[config.mk]
export PLATFORM = sky130hd
export DESIGN_NAME = counter_priority_task_scheduler_unit
export DESIGN_NICKNAME = d
export VERILOG_FILES = /design/src/rtl/cpts_pkg.sv /design/src/rtl/cpts_table.sv /design/src/rtl/counter_priority_task_scheduler_unit.sv
export SDC_FILE = /design/constraint.sdc
export NUM_CORES = 2
export LEC_CHECK = 0
export BUFFER_PORTS_ARGS = -buffer_cell sky130_fd_sc_hd__buf_2
export CELL_PAD_IN_SITES_DETAIL_PLACEMENT = 1
export CELL_PAD_IN_SITES_GLOBAL_PLACEMENT = 2
export CORE_MARGIN = 10
export CORE_UTILIZATION = 49
export DETAILED_ROUTE_END_ITERATION = 8
export MAX_ROUTING_LAYER = met4
export PLACE_DENSITY_LB_ADDON = 0.1
export SETUP_SLACK_MARGIN = 0.15
export SLEW_MARGIN = 20
export SYNTH_ARGS = -nofsm -noshare
export SYNTH_HDL_FRONTEND = slang
export SYNTH_HIERARCHICAL = 1
export SYNTH_SLANG_ARGS = --single-unit
[constraint.sdc]
create_clock -name clk -period 7.6 [get_ports clk]
set_clock_uncertainty 0.1 [all_clocks]
set_input_delay 1.14 -clock clk [delete_from_list [all_inputs] [get_ports clk]]
set_output_delay 1.14 -clock clk [all_outputs]
set_load 0.01 [all_outputs]
[src/rtl/cpts_pkg.sv]
`timescale 1ns / 1ps
`default_nettype none
// ----------------------------------------------------------------------------
// cpts_pkg
// Types and constants shared by the counter-priority task scheduler.
// ----------------------------------------------------------------------------
package cpts_pkg;

  // Request kinds
  typedef enum logic [2:0] {
    K_TICK     = 3'd0,
    K_YIELD    = 3'd1,
    K_EXIT     = 3'd2,
    K_HOLD_ON  = 3'd3,
    K_HOLD_OFF = 3'd4,
    K_INSTALL  = 3'd5
  } kind_e;

  typedef enum logic [2:0] {
    S_IDLE,
    S_CUR,
    S_PASS,
    S_EVAL,
    S_DONE
  } state_e;

  // One task slot entry of the table
  typedef struct packed {
    logic signed [15:0] count;
    logic [7:0]         weight;
    logic [7:0]         hold;
  } entry_t;

  localparam int PASS_W = 5;
  localparam logic [PASS_W-1:0] RECOMPUTE_LIMIT = 5'd17;
  localparam logic signed [15:0] COUNT_MIN = -16'sd32768;
  localparam logic [7:0] HOLD_MAX = 8'd255;

endpackage : cpts_pkg
`default_nettype wire

[src/rtl/cpts_table.sv]
`timescale 1ns / 1ps
`default_nettype none
// ----------------------------------------------------------------------------
// cpts_table
// Task slot table: one write port, one registered read port. Entries that
// were never written read as their reset value.
// ----------------------------------------------------------------------------
module cpts_table
  import cpts_pkg::*;
#(
  parameter int SLOTS = 64
) (
  input  wire logic                     clk,
  input  wire logic                     rst,
  input  wire logic [$clog2(SLOTS)-1:0] rd_addr,
  output entry_t                        rd_data,
  input  wire logic                     wr_en,
  input  wire logic [$clog2(SLOTS)-1:0] wr_addr,
  input  entry_t                        wr_data
);

  localparam int IW = $clog2(SLOTS);

  entry_t           mem [SLOTS];
  entry_t           mem_q;
  logic [SLOTS-1:0] written;
  logic             ok_q;
  logic             zero_q;

  always_ff @(posedge clk) begin
    if (wr_en) begin
      mem[wr_addr] <= wr_data;
    end
    mem_q <= mem[rd_addr];
  end

  always_ff @(posedge clk) begin
    if (rst) begin
      written <= '0;
      ok_q    <= 1'b0;
      zero_q  <= 1'b0;
    end else begin
      if (wr_en) begin
        written[wr_addr] <= 1'b1;
      end
      ok_q   <= written[rd_addr];
      zero_q <= (rd_addr == IW'(0));
    end
  end

  // slot 0 starts with weight one, all other fields start at zero
  always_comb begin
    if (ok_q) begin
      rd_data = mem_q;
    end else begin
      rd_data.count  = '0;
      rd_data.weight = zero_q ? 8'd1 : 8'd0;
      rd_data.hold   = '0;
    end
  end

endmodule : cpts_table
`default_nettype wire

[src/rtl/counter_priority_task_scheduler_unit.sv]
`timescale 1ns / 1ps
`default_nettype none
// ----------------------------------------------------------------------------
// counter_priority_task_scheduler_unit
// Counter-priority task scheduler with a sequenced scan over the slot table.
//
// Requests (kind, slot, prio, start_count) enter on req_valid/req_stall; one
// response (running_slot, switched, status) leaves on rsp_valid/rsp_stall for
// every request. One request is worked at a time; req_stall is high from
// acceptance until the response is loaded into the output register.
// Install, preempt disable/enable and unknown kinds, and a tick that does not
// reschedule, reach the response register without a scan of the table.
// A reschedule makes one scan pass over all slots, plus one per counter recompute (0 to 17).
// The slot table's one read port sets the pace: each scan or recompute pass
// reads one entry per cycle through one add/compare unit.
// Reset puts slot 0 present and running with weight one, all counters and
// hold counts at zero, and the current slot at 0; no clearing pass is needed.
// A stalled response stays in its register; a new request may be accepted
// meanwhile and finishes once the register is free.
// ----------------------------------------------------------------------------
module counter_priority_task_scheduler_unit
  import cpts_pkg::*;
#(
  parameter int SLOTS = 64
) (
  input  wire logic       clk,
  input  wire logic       rst,
  input  wire logic       req_valid,
  output logic            req_stall,
  input  wire logic [2:0] kind,
  input  wire logic [5:0] slot,
  input  wire logic [7:0] prio,
  input  wire logic [8:0] start_count,
  output logic            rsp_valid,
  input  wire logic       rsp_stall,
  output logic [5:0]      running_slot,
  output logic            switched,
  output logic            status
);

  localparam int IW = $clog2(SLOTS);
  localparam int CW = $clog2(SLOTS + 1);
  localparam logic [CW-1:0] ISS_END = CW'(SLOTS);
  localparam logic [IW-1:0] IDX_LAST = IW'(SLOTS - 1);

  state_e state, state_next;

  logic [2:0]        k_r;
  logic [IW-1:0]     now_slot;
  logic [SLOTS-1:0]  present;
  logic [SLOTS-1:0]  alive;
  logic [CW-1:0]     iss_cnt;
  logic              dat_vld;
  logic [IW-1:0]     dat_idx;
  logic              recomp;
  logic signed [15:0] best;
  logic [IW-1:0]     best_slot;
  logic [PASS_W-1:0] passes;
  logic              sw_r;
  logic              stuck_r;

  logic              accept;
  logic              slot_ok;
  logic              issuing;
  logic              pass_last;
  logic              take;
  logic              cur_sched;
  logic              rsp_load;
  logic              enter_pass;
  logic [IW-1:0]     rd_addr;
  entry_t            rd_data;
  logic              wr_en;
  logic [IW-1:0]     wr_addr;
  entry_t            wr_data;
  logic signed [15:0] d_cnt;
  logic signed [15:0] pass_val;
  logic signed [15:0] tick_cnt;

  cpts_table #(
    .SLOTS(SLOTS)
  ) u_table (
    .clk    (clk),
    .rst    (rst),
    .rd_addr(rd_addr),
    .rd_data(rd_data),
    .wr_en  (wr_en),
    .wr_addr(wr_addr),
    .wr_data(wr_data)
  );

  assign req_stall = (state != S_IDLE);
  assign accept    = req_valid && !req_stall;
  assign slot_ok   = ({2'b00, slot} < 8'(SLOTS - 1)) || ({2'b00, slot} == 8'(SLOTS - 1));
  assign issuing   = (iss_cnt < ISS_END);
  assign pass_last = dat_vld && (dat_idx == IDX_LAST);
  assign rsp_load  = (state == S_DONE) && (!rsp_valid || !rsp_stall);
  assign enter_pass = (state_next == S_PASS) && (state != S_PASS);

  // shared add/compare unit
  assign d_cnt    = rd_data.count;
  assign tick_cnt = (d_cnt != COUNT_MIN) ? d_cnt - 16'sd1 : d_cnt;
  assign pass_val = recomp ? (d_cnt >>> 1) + $signed({8'd0, rd_data.weight}) : d_cnt;
  assign take     = dat_vld && present[dat_idx] && alive[dat_idx] && (pass_val > best);

  // next state
  always_comb begin
    state_next = state;
    unique case (state)
      S_IDLE: begin
        if (accept) begin
          case (kind) inside
            K_TICK, K_YIELD, K_EXIT, K_HOLD_ON, K_HOLD_OFF: state_next = S_CUR;
            default: state_next = S_DONE;
          endcase
        end
      end
      S_CUR: begin
        state_next = cur_sched ? S_PASS : S_DONE;
      end
      S_PASS: begin
        if (pass_last) begin
          state_next = S_EVAL;
        end
      end
      S_EVAL: begin
        if (best != 16'sd0 || passes == RECOMPUTE_LIMIT) begin
          state_next = S_DONE;
        end else begin
          state_next = S_PASS;
        end
      end
      S_DONE: begin
        if (rsp_load) begin
          state_next = S_IDLE;
        end
      end
      default: state_next = S_IDLE;
    endcase
  end

  // table port control
  always_comb begin
    rd_addr   = now_slot;
    wr_en     = 1'b0;
    wr_addr   = now_slot;
    wr_data   = rd_data;
    cur_sched = 1'b0;
    unique case (state)
      S_IDLE: begin
        if (accept && kind == K_INSTALL && slot_ok) begin
          wr_en          = 1'b1;
          wr_addr        = IW'(slot);
          wr_data.count  = $signed({7'd0, start_count});
          wr_data.weight = prio;
          wr_data.hold   = '0;
        end
      end
      S_CUR: begin
        wr_en = 1'b1;
        case (k_r) inside
          K_TICK: begin
            if (tick_cnt > 16'sd0 || rd_data.hold != 8'd0) begin
              wr_data.count = tick_cnt;
            end else begin
              wr_data.count = '0;
              cur_sched     = 1'b1;
            end
          end
          K_YIELD, K_EXIT: begin
            wr_data.count = '0;
            cur_sched     = 1'b1;
          end
          K_HOLD_ON: begin
            if (rd_data.hold != HOLD_MAX) begin
              wr_data.hold = rd_data.hold + 8'd1;
            end
          end
          K_HOLD_OFF: begin
            if (rd_data.hold != 8'd0) begin
              wr_data.hold = rd_data.hold - 8'd1;
            end
          end
          default: wr_en = 1'b0;
        endcase
      end
      S_PASS: begin
        rd_addr       = iss_cnt[IW-1:0];
        wr_en         = dat_vld && recomp && present[dat_idx];
        wr_addr       = dat_idx;
        wr_data.count = pass_val;
      end
      S_EVAL, S_DONE: begin
      end
      default: begin
      end
    endcase
  end

  always_ff @(posedge clk) begin
    if (rst) begin
      state     <= S_IDLE;
      now_slot  <= '0;
      present   <= SLOTS'(1);
      alive     <= SLOTS'(1);
      rsp_valid <= 1'b0;
      iss_cnt   <= '0;
      dat_vld   <= 1'b0;
      recomp    <= 1'b0;
      passes    <= '0;
      sw_r      <= 1'b0;
      stuck_r   <= 1'b0;
    end else begin
      state <= state_next;

      if (accept) begin
        k_r     <= kind;
        sw_r    <= 1'b0;
        stuck_r <= 1'b0;
        passes  <= '0;
        recomp  <= 1'b0;
        if (kind == K_INSTALL && slot_ok) begin
          present[IW'(slot)] <= 1'b1;
          alive[IW'(slot)]   <= 1'b1;
        end
      end

      if (state == S_CUR && k_r == K_EXIT) begin
        alive[now_slot] <= 1'b0;
      end

      if (enter_pass) begin
        iss_cnt   <= '0;
        dat_vld   <= 1'b0;
        best      <= -16'sd1;
        best_slot <= '0;
      end else if (state == S_PASS) begin
        if (issuing) begin
          iss_cnt <= iss_cnt + CW'(1);
        end
        dat_vld <= issuing;
        dat_idx <= rd_addr;
        if (take) begin
          best      <= pass_val;
          best_slot <= dat_idx;
        end
      end

      if (state == S_EVAL) begin
        if (best != 16'sd0) begin
          now_slot <= best_slot;
          sw_r     <= (best_slot != now_slot);
        end else if (passes == RECOMPUTE_LIMIT) begin
          stuck_r <= 1'b1;
        end else begin
          passes <= passes + PASS_W'(1);
          recomp <= 1'b1;
        end
      end

      // output register
      if (rsp_load) begin
        rsp_valid <= 1'b1;
      end else if (rsp_valid && !rsp_stall) begin
        rsp_valid <= 1'b0;
      end
    end
  end

  always_ff @(posedge clk) begin
    if (rsp_load) begin
      running_slot <= 6'(now_slot);
      switched     <= sw_r;
      status       <= stuck_r;
    end
  end

`ifndef SYNTHESIS
  a_cur_present: assert property (@(posedge clk) disable iff (rst)
    present[now_slot])
    else $error("current slot is not present");

  a_stuck_no_switch: assert property (@(posedge clk) disable iff (rst)
    rsp_valid |-> !(status && switched))
    else $error("stuck response reports a task switch");

  a_pass_bound: assert property (@(posedge clk) disable iff (rst)
    passes <= RECOMPUTE_LIMIT)
    else $error("recompute count over limit");

  a_accept_busy: assert property (@(posedge clk) disable iff (rst)
    accept |=> (state != S_IDLE))
    else $error("request accepted without leaving idle");

  a_rsp_from_done: assert property (@(posedge clk) disable iff (rst)
    $rose(rsp_valid) |-> ($past(state) == S_DONE))
    else $error("response loaded outside done state");
`endif

endmodule : counter_priority_task_scheduler_unit
`default_nettype wire

==> results.yml <==
clocking:
  cts_hold_buffers: 0
  post_cts_resize_count: 0
  worstSkewPairLatency_ns: 0.91
  cts_post_setup_buffers_inserted: 0
  clockBufferDepth: 3
  clkSlewWorstSetupHoldPaths_ns: 0.06
  cts_max_level: 4
  root_buffer: "sky130_fd_sc_hd__clkbuf_16"
  numClockSinks: 2339
  cts_tree: "yes"
  numCtsBuffers: 234
final_layout:
  drive_above_1_share_pct: 23.9
  layout.cells.non_filler: 7864
  area_growth_syn_to_layout_pct: 13.3
  final_nets: 5229
  filler_cell_count_in_the_final_layout: 16500
  post-route-util_pct: 55.7
  stdcell_area_sq_mm: 0.104
grt:
  globalRoute.totalOverflow: 0
  grt_antenna_before_repair: 15
  busiest_layer: "met2"
  first_global_vias: 50900
  grt_util_met3_pct: 4.72
  maximum_number_of_pins_on_one_net_before_global_route_repair: 90
  routing_usage_on_met2_pct: 43.0
  grt_first_pass_wirelength_mm: 390
  met1_usage_pct: 36.7
  global_route.usage.total_pct: 27.3
critical_path:
  setup.reg_to_reg.worst_slack_ns: 1.69
  critical_path_peak_fanout: 40
  crit_type: "flop to flop"
  startpoint_kind_of_the_worst_setup_timing_path: "flop"
  crit_path_start: "u_table/mem_q[16]"
  cp_data_required_time_ns: 8.13
  reg2reg_depth: 12
  endpoint_kind: "flop"
  setup.worst_path.end: "u_table/mem[24][24]"
  critical_path.reg2reg.startpoint: "u_table/mem_q[16]"
  crit_arrival_ns: 6.44
  r2r_endpoint: "u_table/mem[24][24]"
logic_synthesis:
  postSynthCellCount: 4975
  yosysSeqAreaShare_pct: 73.5
  post_synth_num_cell_types: 93
  post-synth-top-area-fraction_pct: 68.0
  syn-num-nets: 5038
  post_synth_arst_share_pct: 0
  post_synth_instance_area_sq_mm: 0.0921
  ys_top_cells_by_area: "sky130_fd_sc_hd__edfxtp_1 68%, sky130_fd_sc_hd__mux4_2 13%, sky130_fd_sc_hd__dfxtp_1 5.5%"
  yosys_register_bits: 2339
  synth.avg_cell_area_sq_um: 18.5
  post-synth-top-area-cell: "sky130_fd_sc_hd__edfxtp_1"
  post_synth_edffs: 2087
  yosys_most_used_dff: "sky130_fd_sc_hd__edfxtp_1"
  yosys_warnings: 6
power_and_ir_drop:
  leakage_nw: 32.8
  seqPwrFrac_pct: 53.8
  power_mw: 26.1
  switchingPower_mw: 5.47
  power.share.combinational_pct: 2.3
  power_density_mw_per_mm2: 250
  switching_share_pct: 21.0
  p_int_mw: 20.6
  power.clock.fraction_pct: 43.8
  ir_drop_mv: 0.236
route:
  num_vias: 49700
  drc_markers: 0
  total_iterations_of_the_first_detailed_routing_run: 5
  viasPerCell: 6.32
  detail_route.wl_per_cell_um: 34.7
  routed_wl_mm: 273
  detail-route-antenna-nets: 0
  detail_route.iter0.violations: 5435
outcome:
  outcome: "finished, final reports clean"
worst_hold_path:
  hold_path_class: "flop to flop"
die:
  rows: 159
  die_x_um: 454
  core_area_sq_mm: 0.187
  die_height_um: 454
  die_area_sq_mm: 0.206
  pin_count: 40
  initial_core_util_pct: 49.2
placement:
  dpl.hpwl_mm: 171
  placed_cells_incl_taps: 7422
  postPlaceCellArea_sq_mm: 0.0968
  globalplace.congestion: 0.840
  place.port_buffers: 39
sta:
  hold_violations: 0
  rsz0062_at_grt: "no"
  timing.final.crit_share_pct: 77.8
  worstMarginPinSlew_ns: 1.22
  finalSetupViolCount: 0
  fmax_ghz: 0.169
  timing_max_transition_violations_final: 0
  clock_period_minus_final_worst_setup_slack_ns: 5.91
  fin_setup_tns_ns: 0
  relSlewSlack_pct: 18.0
run:
  timing.max_cap.violations: 0
-- worst max-delay path: stages, from the launching register on --
cell                       delay, ns
sky130_fd_sc_hd__dfxtp_1        0.71
sky130_fd_sc_hd__and2_1         0.32
sky130_fd_sc_hd__inv_1          0.14
sky130_fd_sc_hd__ha_1           0.22
sky130_fd_sc_hd__and4bb_4       0.21
sky130_fd_sc_hd__and3_1         0.27
sky130_fd_sc_hd__nor4_1         0.38
sky130_fd_sc_hd__xnor2_1        0.35
sky130_fd_sc_hd__nor2_1         0.21
sky130_fd_sc_hd__a211oi_2       0.95
sky130_fd_sc_hd__a31oi_1        0.28
sky130_fd_sc_hd__a21oi_4        0.82
sky130_fd_sc_hd__buf_4          0.57
-- state kept, by name (all words and copies together), names as in the netlist, 5 cells and up --
name             cells
best                16
now_slot             6
u_table/mem       2048
present             64
best_slot            6
dat_idx              6
alive               64
u_table/written     64
iss_cnt              7
running_slot         6
u_table/mem_q       32
passes               5
-- power groups by stage --
stage / Combinational (mW) / Sequential (mW) / Clock, mW
2_1_floorplan: 0.303 / 14.3 / 0
3_3_place_gp: 0.592 / 14.3 / 0
3_5_place_dp: 0.615 / 14.3 / 0
4_1_cts: 0.615 / 14.0 / 11.6
5_1_grt: 0.654 / 14.0 / 12.2
6_report: 0.612 / 14.0 / 11.4
-- cell families (layout without fill, tap and decap cells) --
logic type               count (synthesis)  in the layout  synth area share [%]
flip-flops                            2339           2339                  73.5
adder cells (fa/ha/maj)                 33             33                 0.456
XOR/XNOR                                21             21                 0.208
multiplexers                           670            670                  14.7
AND/OR/NAND/NOR                        968            968                  4.84
buffers and inverters                  337            725                  1.66
AO/OA/AOI/OAI                          607            607                  4.67
other                                    0              6                     0
-- routing by layer --
metal / vias up / part of all wire, %
met5: - / 0
li1: 20600 / -
met4: 0 / 3.4
met3: 368 / 7.7
met1: 26800 / 40
met2: 1961 / 49
-- cell type report --
| cell class | count | area [sq um] | share of cell area (%) |
|---|---|---|---|
| clock inverters | 128 | 1340 | 1.28 |
| repair buffers | 251 | 2160 | 2.07 |
| diodes | 6 | 15.0 | 0.0144 |
| inverters | 41 | 154 | 0.147 |
| multi-input cells | 2299 | 23700 | 22.7 |
| well taps | 2495 | 3120 | 2.99 |
| clock buffers | 305 | 6200 | 5.94 |
| flip-flops and latches | 2339 | 67700 | 64.9 |
-- cells in the mapped netlist (all sizes together) (35+ instances only) --
cell type  instances
inv               41
dfxtp            252
a21oi             84
a22o              36
nor2             490
a221oi            71
mux4             543
o21ai            118
nor3              35
mux2i            114
buf              125
clkbuf           171
nand2            165
edfxtp          2087
nand3             87
and2              54
a22oi            113
a211oi            70
-- worst min path at each step --
| stage | depth (start not counted) | from | slack (ns) | to |
|---|---|---|---|---|
| detailed placement | 0 | sw_r | 0.32 | switched |
| global route | 1 | kind[0] | 0.36 | k_r[0] |
| global placement | 0 | sw_r | 0.32 | switched |
| finish | 0 | sw_r | 0.34 | switched |
| floorplan | 0 | now_slot[0] | 0.31 | running_slot[0] |
| CTS | 0 | sw_r | 0.34 | switched |
-- cell usage in the layout, fill, tap and decap left out, types with 45 or more instances in the layout --
cell type / instances
sky130_fd_sc_hd__mux2i_1: 113
sky130_fd_sc_hd__clkbuf_16: 235
sky130_fd_sc_hd__dfxtp_1: 252
sky130_fd_sc_hd__edfxtp_1: 2087
sky130_fd_sc_hd__nand2_1: 153
sky130_fd_sc_hd__nor2_4: 62
sky130_fd_sc_hd__a221oi_1: 71
sky130_fd_sc_hd__buf_4: 186
sky130_fd_sc_hd__o21ai_0: 87
sky130_fd_sc_hd__a211oi_1: 68
sky130_fd_sc_hd__and2_1: 48
sky130_fd_sc_hd__clkbuf_1: 64
sky130_fd_sc_hd__nand3_1: 84
sky130_fd_sc_hd__a22oi_1: 113
sky130_fd_sc_hd__a21oi_1: 80
sky130_fd_sc_hd__mux4_2: 543
sky130_fd_sc_hd__nor2_1: 426
sky130_fd_sc_hd__clkinv_1: 45
-- metrics by stage --
step / setup slack, ns / hold slack, ns
after floorplan: 1.32 / 0.306
after global placement: 1.84 / 0.323
after detailed placement: 1.70 / 0.319
after CTS: 1.65 / 0.339
after global routing: 1.37 / 0.358
final: 1.69 / 0.340
No activity file was read; power rests on OpenSTA's default activity.
